$ cat config.mk
export PLATFORM = sky130hd
export DESIGN_NAME = lzop_ctrl
export DESIGN_NICKNAME = d
export VERILOG_FILES = /design/src/rtl/lzop_pkg.sv /design/src/rtl/lzop_ctrl.sv
export SDC_FILE = /design/constraint.sdc
export NUM_CORES = 1
export LEC_CHECK = 0
export BUFFER_PORTS_ARGS = -buffer_cell sky130_fd_sc_hd__buf_4
export CAP_MARGIN = 0
export CORE_MARGIN = 2
export CORE_UTILIZATION = 54
export DETAILED_ROUTE_END_ITERATION = 8
export HOLD_SLACK_MARGIN = 0.02
export PLACE_DENSITY = 0.79
export SYNTH_ARGS = -nofsm -noshare
export SYNTH_HDL_FRONTEND = slang
export SYNTH_SLANG_ARGS = --single-unit
$ cat constraint.sdc
create_clock -name clk -period 1.99 [get_ports clk]
set_input_delay 0.199 -clock clk [delete_from_list [all_inputs] [get_ports clk]]
set_output_delay 0.199 -clock clk [all_outputs]
set_load 0.005 [all_outputs]
$ cat src/rtl/lzop_pkg.sv
// Shared types, constants, datapath op codes and cost helpers for the LZ optimal-parse packer.
// No dependencies; the top level, datapath and controller import this package.
`timescale 1ns / 1ps
`default_nettype none

package lzop_pkg;

    localparam int BLOCK_BYTES_DEF = 32;
    localparam int OUT_MAX         = 64;
    localparam int POS_W           = 6;
    localparam int COST_W          = 18;
    localparam int CNT_W           = 7;

    localparam logic [COST_W-1:0] NO_PATH_COST  = COST_W'(16 * 1024 * 8);
    localparam logic [COST_W-1:0] END_CODE_BITS = COST_W'(1 + 8);
    localparam logic [7:0]        TOP_FLAG      = 8'd128;
    localparam logic [7:0]        EOF_BYTE      = 8'd255;
    localparam logic [7:0]        OFF_BASE      = 8'd254;

    typedef logic [POS_W-1:0] pos_t;
    typedef logic [4:0]       op_t;

    typedef struct packed {
        logic [7:0] in_byte;
        logic       end_of_block;
    } in_word_t;

    typedef struct packed {
        logic [7:0] packed_byte;
        logic       last_byte;
    } out_word_t;

    typedef struct packed {
        logic [COST_W-1:0] bits;
        pos_t              len;
        pos_t              off;
        logic              next;
    } cell_t;

    typedef struct packed {
        logic load_last;
        logic o_last;
        logic p_zero;
        logic src_zero;
        logic in_range;
        logic bytes_eq;
        logic k_last;
        logic pk_done;
        logic cell_bad;
        logic pk_copy;
        logic off_same;
        logic bidx_zero;
        logic k_done;
        logic em_last;
    } status_t;

    localparam op_t OP_NONE     = 5'd0;
    localparam op_t OP_LOAD     = 5'd1;
    localparam op_t OP_EOF_INIT = 5'd2;
    localparam op_t OP_O_START  = 5'd3;
    localparam op_t OP_M_RD     = 5'd4;
    localparam op_t OP_NEXT_SRC = 5'd5;
    localparam op_t OP_M_HIT    = 5'd6;
    localparam op_t OP_C_USE    = 5'd7;
    localparam op_t OP_LIT_INIT = 5'd8;
    localparam op_t OP_L_RD     = 5'd9;
    localparam op_t OP_L_USE    = 5'd10;
    localparam op_t OP_WR       = 5'd11;
    localparam op_t OP_PK_INIT  = 5'd12;
    localparam op_t OP_PK_RD    = 5'd13;
    localparam op_t OP_PK_DEC   = 5'd14;
    localparam op_t OP_BIT0     = 5'd15;
    localparam op_t OP_BIT1     = 5'd16;
    localparam op_t OP_BYTE_OFF = 5'd17;
    localparam op_t OP_LEN_INIT = 5'd18;
    localparam op_t OP_BIT_LEN  = 5'd19;
    localparam op_t OP_LEN_END  = 5'd20;
    localparam op_t OP_B_RD     = 5'd21;
    localparam op_t OP_B_WR     = 5'd22;
    localparam op_t OP_ADV      = 5'd23;
    localparam op_t OP_BYTE_FF  = 5'd24;
    localparam op_t OP_EM_INIT  = 5'd25;
    localparam op_t OP_EM_OUT   = 5'd26;

    function automatic logic [2:0] msb_index(input pos_t v);
        logic [2:0] m;
        m = 3'd0;
        for (int i = 0; i < POS_W; i++) begin
            if (v[i]) begin
                m = 3'(i);
            end
        end
        return m;
    endfunction

    function automatic logic [3:0] gamma_bits(input pos_t len);
        return {msb_index(len), 1'b1};
    endfunction

    // keep the cheaper candidate; equal cost goes to the shorter length
    function automatic cell_t consider(input cell_t cur, input logic [COST_W-1:0] bits,
                                       input pos_t len, input pos_t off, input logic next);
        cell_t r;
        r = cur;
        if (bits < cur.bits || (bits == cur.bits && len < cur.len)) begin
            r.bits = bits;
            r.len  = len;
            r.off  = off;
            r.next = next;
        end
        return r;
    endfunction

endpackage

`default_nettype wire

$ cat src/rtl/lzop_ctrl.sv
// Controller: sequences load, backward DP sweep, stream packing and word emission.
// Depends on lzop_pkg; issues op codes to lzop_datapath and reads its status.
`timescale 1ns / 1ps
`default_nettype none

module lzop_ctrl
    import lzop_pkg::*;
(
    input  wire logic    clk,
    input  wire logic    rst_n,
    input  wire logic    start,
    input  wire status_t status,
    output op_t          op,
    output logic         busy
);

    localparam logic [4:0] ST_IDLE     = 5'd0;
    localparam logic [4:0] ST_EOF_INIT = 5'd1;
    localparam logic [4:0] ST_O_START  = 5'd2;
    localparam logic [4:0] ST_M_RD     = 5'd3;
    localparam logic [4:0] ST_M_CMP    = 5'd4;
    localparam logic [4:0] ST_C_USE    = 5'd5;
    localparam logic [4:0] ST_LIT_INIT = 5'd6;
    localparam logic [4:0] ST_L_RD     = 5'd7;
    localparam logic [4:0] ST_L_USE    = 5'd8;
    localparam logic [4:0] ST_WR       = 5'd9;
    localparam logic [4:0] ST_PK_INIT  = 5'd10;
    localparam logic [4:0] ST_PK_RD    = 5'd11;
    localparam logic [4:0] ST_PK_DEC   = 5'd12;
    localparam logic [4:0] ST_PK_F1    = 5'd13;
    localparam logic [4:0] ST_PK_OFFB  = 5'd14;
    localparam logic [4:0] ST_LEN_INIT = 5'd15;
    localparam logic [4:0] ST_LEN_A    = 5'd16;
    localparam logic [4:0] ST_LEN_B    = 5'd17;
    localparam logic [4:0] ST_B_RD     = 5'd18;
    localparam logic [4:0] ST_B_WR     = 5'd19;
    localparam logic [4:0] ST_PK_ADV   = 5'd20;
    localparam logic [4:0] ST_EOF1     = 5'd21;
    localparam logic [4:0] ST_EOF2     = 5'd22;
    localparam logic [4:0] ST_EM_INIT  = 5'd23;
    localparam logic [4:0] ST_EM_RD    = 5'd24;
    localparam logic [4:0] ST_EM_OUT   = 5'd25;

    logic [4:0] state_reg, state_next;

    always_comb
    begin
        state_next = state_reg;
        op         = OP_NONE;
        case (state_reg)
            ST_IDLE:
            begin
                if (start)
                begin
                    op = OP_LOAD;
                    if (status.load_last)
                    begin
                        state_next = ST_EOF_INIT;
                    end
                end
            end
            ST_EOF_INIT:
            begin
                op = OP_EOF_INIT;
                if (status.o_last)
                begin
                    state_next = ST_O_START;
                end
            end
            ST_O_START:
            begin
                op         = OP_O_START;
                state_next = status.p_zero ? ST_LIT_INIT : ST_M_RD;
            end
            ST_M_RD:
            begin
                if (status.in_range)
                begin
                    op         = OP_M_RD;
                    state_next = ST_M_CMP;
                end
                else
                begin
                    op         = OP_NEXT_SRC;
                    state_next = status.src_zero ? ST_LIT_INIT : ST_M_RD;
                end
            end
            ST_M_CMP:
            begin
                if (status.bytes_eq)
                begin
                    op         = OP_M_HIT;
                    state_next = ST_C_USE;
                end
                else
                begin
                    op         = OP_NEXT_SRC;
                    state_next = status.src_zero ? ST_LIT_INIT : ST_M_RD;
                end
            end
            ST_C_USE:
            begin
                op         = OP_C_USE;
                state_next = ST_M_RD;
            end
            ST_LIT_INIT:
            begin
                op         = OP_LIT_INIT;
                state_next = ST_L_RD;
            end
            ST_L_RD:
            begin
                op         = OP_L_RD;
                state_next = ST_L_USE;
            end
            ST_L_USE:
            begin
                op         = OP_L_USE;
                state_next = status.k_last ? ST_WR : ST_L_RD;
            end
            ST_WR:
            begin
                op         = OP_WR;
                state_next = (status.o_last && status.p_zero) ? ST_PK_INIT : ST_O_START;
            end
            ST_PK_INIT:
            begin
                op         = OP_PK_INIT;
                state_next = ST_PK_RD;
            end
            ST_PK_RD:
            begin
                if (status.pk_done)
                begin
                    state_next = ST_EOF1;
                end
                else
                begin
                    op         = OP_PK_RD;
                    state_next = ST_PK_DEC;
                end
            end
            ST_PK_DEC:
            begin
                op         = OP_PK_DEC;
                state_next = status.cell_bad ? ST_EOF1 : ST_PK_F1;
            end
            ST_PK_F1:
            begin
                state_next = ST_LEN_INIT;
                if (!status.pk_copy)
                begin
                    op = status.p_zero ? OP_NONE : OP_BIT0;
                end
                else if (status.off_same)
                begin
                    op = OP_BIT0;
                end
                else
                begin
                    op         = OP_BIT1;
                    state_next = ST_PK_OFFB;
                end
            end
            ST_PK_OFFB:
            begin
                op         = OP_BYTE_OFF;
                state_next = ST_LEN_INIT;
            end
            ST_LEN_INIT:
            begin
                op         = OP_LEN_INIT;
                state_next = ST_LEN_A;
            end
            ST_LEN_A:
            begin
                if (status.bidx_zero)
                begin
                    op         = OP_LEN_END;
                    state_next = status.pk_copy ? ST_PK_ADV : ST_B_RD;
                end
                else
                begin
                    op         = OP_BIT1;
                    state_next = ST_LEN_B;
                end
            end
            ST_LEN_B:
            begin
                op         = OP_BIT_LEN;
                state_next = ST_LEN_A;
            end
            ST_B_RD:
            begin
                op         = OP_B_RD;
                state_next = ST_B_WR;
            end
            ST_B_WR:
            begin
                op         = OP_B_WR;
                state_next = status.k_done ? ST_PK_ADV : ST_B_RD;
            end
            ST_PK_ADV:
            begin
                op         = OP_ADV;
                state_next = ST_PK_RD;
            end
            ST_EOF1:
            begin
                op         = OP_BIT1;
                state_next = ST_EOF2;
            end
            ST_EOF2:
            begin
                op         = OP_BYTE_FF;
                state_next = ST_EM_INIT;
            end
            ST_EM_INIT:
            begin
                op         = OP_EM_INIT;
                state_next = ST_EM_RD;
            end
            ST_EM_RD:
            begin
                state_next = ST_EM_OUT;
            end
            ST_EM_OUT:
            begin
                op         = OP_EM_OUT;
                state_next = status.em_last ? ST_IDLE : ST_EM_RD;
            end
            default:
            begin
                state_next = ST_IDLE;
            end
        endcase
    end

    always_ff @(posedge clk or negedge rst_n)
    begin
        if (!rst_n)
        begin
            state_reg <= ST_IDLE;
        end
        else
        begin
            state_reg <= state_next;
        end
    end

    assign busy = (state_reg != ST_IDLE);

    a_load_idle: assert property (@(posedge clk) disable iff (!rst_n)
        (op == OP_LOAD) |-> !busy)
        else $error("load while busy");

    a_block_start: assert property (@(posedge clk) disable iff (!rst_n)
        (start && !busy && status.load_last) |=> busy)
        else $error("final byte did not start compression");

    a_emit_done: assert property (@(posedge clk) disable iff (!rst_n)
        (state_reg == ST_EM_OUT && status.em_last) |=> !busy)
        else $error("block did not finish after last word");

endmodule

`default_nettype wire
==> impl_metrics.yaml <==
finish:
  largest_reg_flops: 5
  final.fill_count: 168
  most_common_cell_after_layout_fill_and_taps_aside: "sky130_fd_sc_hd__buf_4"
  final-instance-count-excl-fill: 213
  post_route_cells_drive_above_1_share_pct: 32.3
  multiInputGateArea_um2: 848
  layout_common_cells: "sky130_fd_sc_hd__buf_4, sky130_fd_sc_hd__nand2_1, sky130_fd_sc_hd__a21oi_1"
  syn2layout_area_growth_pct: 26.2
  design_area_mm2: 0.00137
  ff_latch_area_um2: 128
  antenna-diode-count: 0
  finish.net_count: 204
logic_synthesis:
  dominant_combinational_cell_family_by_area_after_synthesis: "compound AO/OA/AOI/OAI gates"
  mappedNetlistArea_mm2: 0.00108
  fraction_of_the_yosys_area_taken_by_sequential_cells_pct: 11.6
  synth-compound-area-share_pct: 37.8
  synth_ff_type: "sky130_fd_sc_hd__dfrtp_1"
  synth_edf_count: 0
  synthesized_area_fraction_occupied_by_adder_cells_pct: 0
  synth_xor_area_share_pct: 1.62
  mappedNetlistNets: 173
  synth_cell_types: 59
  number_of_storage_elements_in_the_synthesis_netlist: 5
  synth_simple_gate_area_share_pct: 36.8
  mean_post_synth_cell_area_um2: 6.94
  synthDominantCellAreaShare_pct: 11.6
  post_synth_inst_count: 156
  synth.top_cells.by_area: "sky130_fd_sc_hd__dfrtp_1, sky130_fd_sc_hd__a21oi_1, sky130_fd_sc_hd__nand2_1"
  synth-warning-count: 0
  post_synth_mux_area_share_pct: 0.925
  synthDominantAreaCellType: "sky130_fd_sc_hd__dfrtp_1"
  synth-async-reset-ratio_pct: 100
grt:
  globalRouteOverflowTotal: 0
  globalRoute.busiestLayer: "met2"
  grt_util_met2_pct: 47.5
  grt_use_met3_pct: 4.91
  maximum_number_of_pins_on_one_net_before_global_route_repair: 19
  number_of_antenna_violations_at_the_first_check_in_global_routing: 0
  groute.usage.overall_pct: 28.8
  grt_pass1_vias: 1250
  wire_length_of_the_first_global_routing_pass_mm: 5.53
  met1_track_demand_over_resource_in_global_routing_pct: 35.9
setup_path:
  slowest_delay_ns: 0.42
  cp.required_ns: 1.79
  sequence_of_cells_on_the_critical_path: "buf_6 -> and3b_1 -> o2111ai_2 -> o31ai_1 -> nor3_1 -> o22ai_1 -> buf_4"
  worstPathArrival_ns: 1.73
  timing.critical_path.to_type: "primary output"
  critPathKind: "reg -> out"
  crit_family: "flip-flops"
  critPathMaxFanout: 12
  worst_path_max_delay_cell: "sky130_fd_sc_hd__dfrtp_1"
  worst-path-buf-inv: 2
  critPathLaunchType: "flip-flop"
  setup.reg_to_reg.worst_slack_ns: 0.23
detailed_routing:
  firstDrtPassIters: 5
  detail-route-antenna-nets: 0
  detailroute.via_count: 1389
  detail_route.wirelength_mm: 3.46
  route.detailed.drc: 0
  routed_vias_inst: 6.52
  drt_iter0_markers: 102
  route.detailed.wl_per_inst_um: 16.2
pwr:
  max-vdd-ir-drop_uv: 1350
  power_per_cell_area_mw_per_mm2: 1640
  p_leak_uw: 0.000548
placement:
  placed_wire_length_estimate_after_detailed_placement_mm: 2.40
  placement.setup.worst_slack_ns: 0.256
  dp.cells: 205
  io_buffer_count: 22
  cell_area_after_placement_mm2: 0.00129
  routabilityCongestion: 0.980
sta:
  hold_viol_final: 0
  finalMaxSlewViolations: 0
  fin_crit_ns: 1.93
  fmax_ghz: 0.518
  timing_worst_slew_pin_value_ns: 0.472
  final_min_period_over_clock_period_pct: 97.0
  layout_setup_ws_ns: 0.0587
  worst_slew_margin_rel_pct: 68.5
  clock_skew_ns: 0.000809
  timing.final.setup_violations: 0
floorplan:
  die_area_mm2: 0.00238
  die_y_um: 48.8
  fp.coreArea_mm2: 0.00192
  std_cell_rows: 16
  io_pins: 23
  die_w_um: 48.8
  effective_utilization_at_floorplan_pct: 56.3
cts:
  tritoncts.num_buffers: 3
  htreeDepth: 1
  clock-sinks: 5
  clock-root-buffer: "sky130_fd_sc_hd__clkbuf_4"
  maximum_clock_path_buffer_count: 2
  clkSlewWorstSetupHoldPaths_ns: 0.04
  clk-insertion-delay-late_ns: 0.24
  tritoncts_clock_tree: "yes"
flow_run:
  max-cap-violations: 0
run_status:
  status: "finished, final reports clean"
min_path:
  hold_class: "in -> async"
## synthesized netlist by cell type (2+ instances only)
master	instances
sky130_fd_sc_hd__a21o_1	2
sky130_fd_sc_hd__a21oi_1	14
sky130_fd_sc_hd__a31oi_1	3
sky130_fd_sc_hd__a32oi_1	2
sky130_fd_sc_hd__and2_1	2
sky130_fd_sc_hd__buf_2	8
sky130_fd_sc_hd__buf_4	3
sky130_fd_sc_hd__buf_6	4
sky130_fd_sc_hd__dfrtp_1	5
sky130_fd_sc_hd__inv_1	3
sky130_fd_sc_hd__nand2_1	16
sky130_fd_sc_hd__nand2b_1	4
sky130_fd_sc_hd__nand3_1	4
sky130_fd_sc_hd__nand3b_1	3
sky130_fd_sc_hd__nor2_1	9
sky130_fd_sc_hd__nor2_2	2
sky130_fd_sc_hd__nor2b_1	8
sky130_fd_sc_hd__nor3_1	3
sky130_fd_sc_hd__nor4_1	2
sky130_fd_sc_hd__o2111ai_1	3
sky130_fd_sc_hd__o211ai_1	5
sky130_fd_sc_hd__o21ai_0	7
sky130_fd_sc_hd__o21ai_1	4
sky130_fd_sc_hd__o22ai_1	2
sky130_fd_sc_hd__o31ai_1	3
sky130_fd_sc_hd__xnor2_1	2
## area by class of cell
cell class / instances / area share [%]
clock inverter: 1 / 0.366
inverter: 4 / 1.10
tap: 27 / 2.47
multi-input combinational: 132 / 62.1
timing repair buffer: 41 / 23.0
clock buffer: 3 / 1.65
sequential: 5 / 9.34
## through the flow
step	hold slack, ns	total power, uW	util (%)	TNS [ns]
2_1_floorplan	-0.0966	1500	-	0
3_3_place_gp	-0.000287	1960	66.9	0
3_5_place_dp	0.000523	1980	66.9	0
4_1_cts	0.293	2110	68.9	0
5_1_grt	0.312	2420	71.1	-0.0213
6_report	0.318	2240	71.1	0
## final timing paths
kind,start,endpoint,depth (start not counted)
worst max-delay path,state_reg[0]$_DFFE_PN0P_,op[0],7
worst min-delay path,rst_n,state_reg[2]$_DFFE_PN0P_,2
worst max register to register,state_reg[0]$_DFFE_PN0P_,state_reg[2]$_DFFE_PN0P_,7
worst min register to register,state_reg[3]$_DFFE_PN0P_,state_reg[1]$_DFFE_PN0P_,2
max in group asynchronous,rst_n,state_reg[3]$_DFFE_PN0P_,2
min in group clk,status[4],state_reg[2]$_DFFE_PN0P_,3
## logic make-up after synthesis
group,count (synthesis)
simple gates,69
flops,5
buf+inv,19
compound gates,60
mux,1
xor+xnor,2
## repair_timing
action	4_1_cts	5_1_grt
setup endpoints to repair	1	5
gates resized for setup	0	6
pin swaps	1	2
buffers inserted	0	3
cloned	0	0
endpoints found under the hold margin	5	0
hold buffers	1	0
## metal layers
| metal | routed length, um | up-vias |
|---|---|---|
| li1 | - | 635 |
| met1 | 1330 | 626 |
| met2 | 1630 | 110 |
| met3 | 383 | 18 |
| met4 | 110 | 0 |
| met5 | 0 | - |
## power breakdown
group | internal [uW] | switching, uW | total [uW]
Combinational | 868 | 981 | 1850
Sequential | 155 | 117 | 271
Clock | 72.7 | 43.3 | 116
Power figures use the tool's default switching activity.
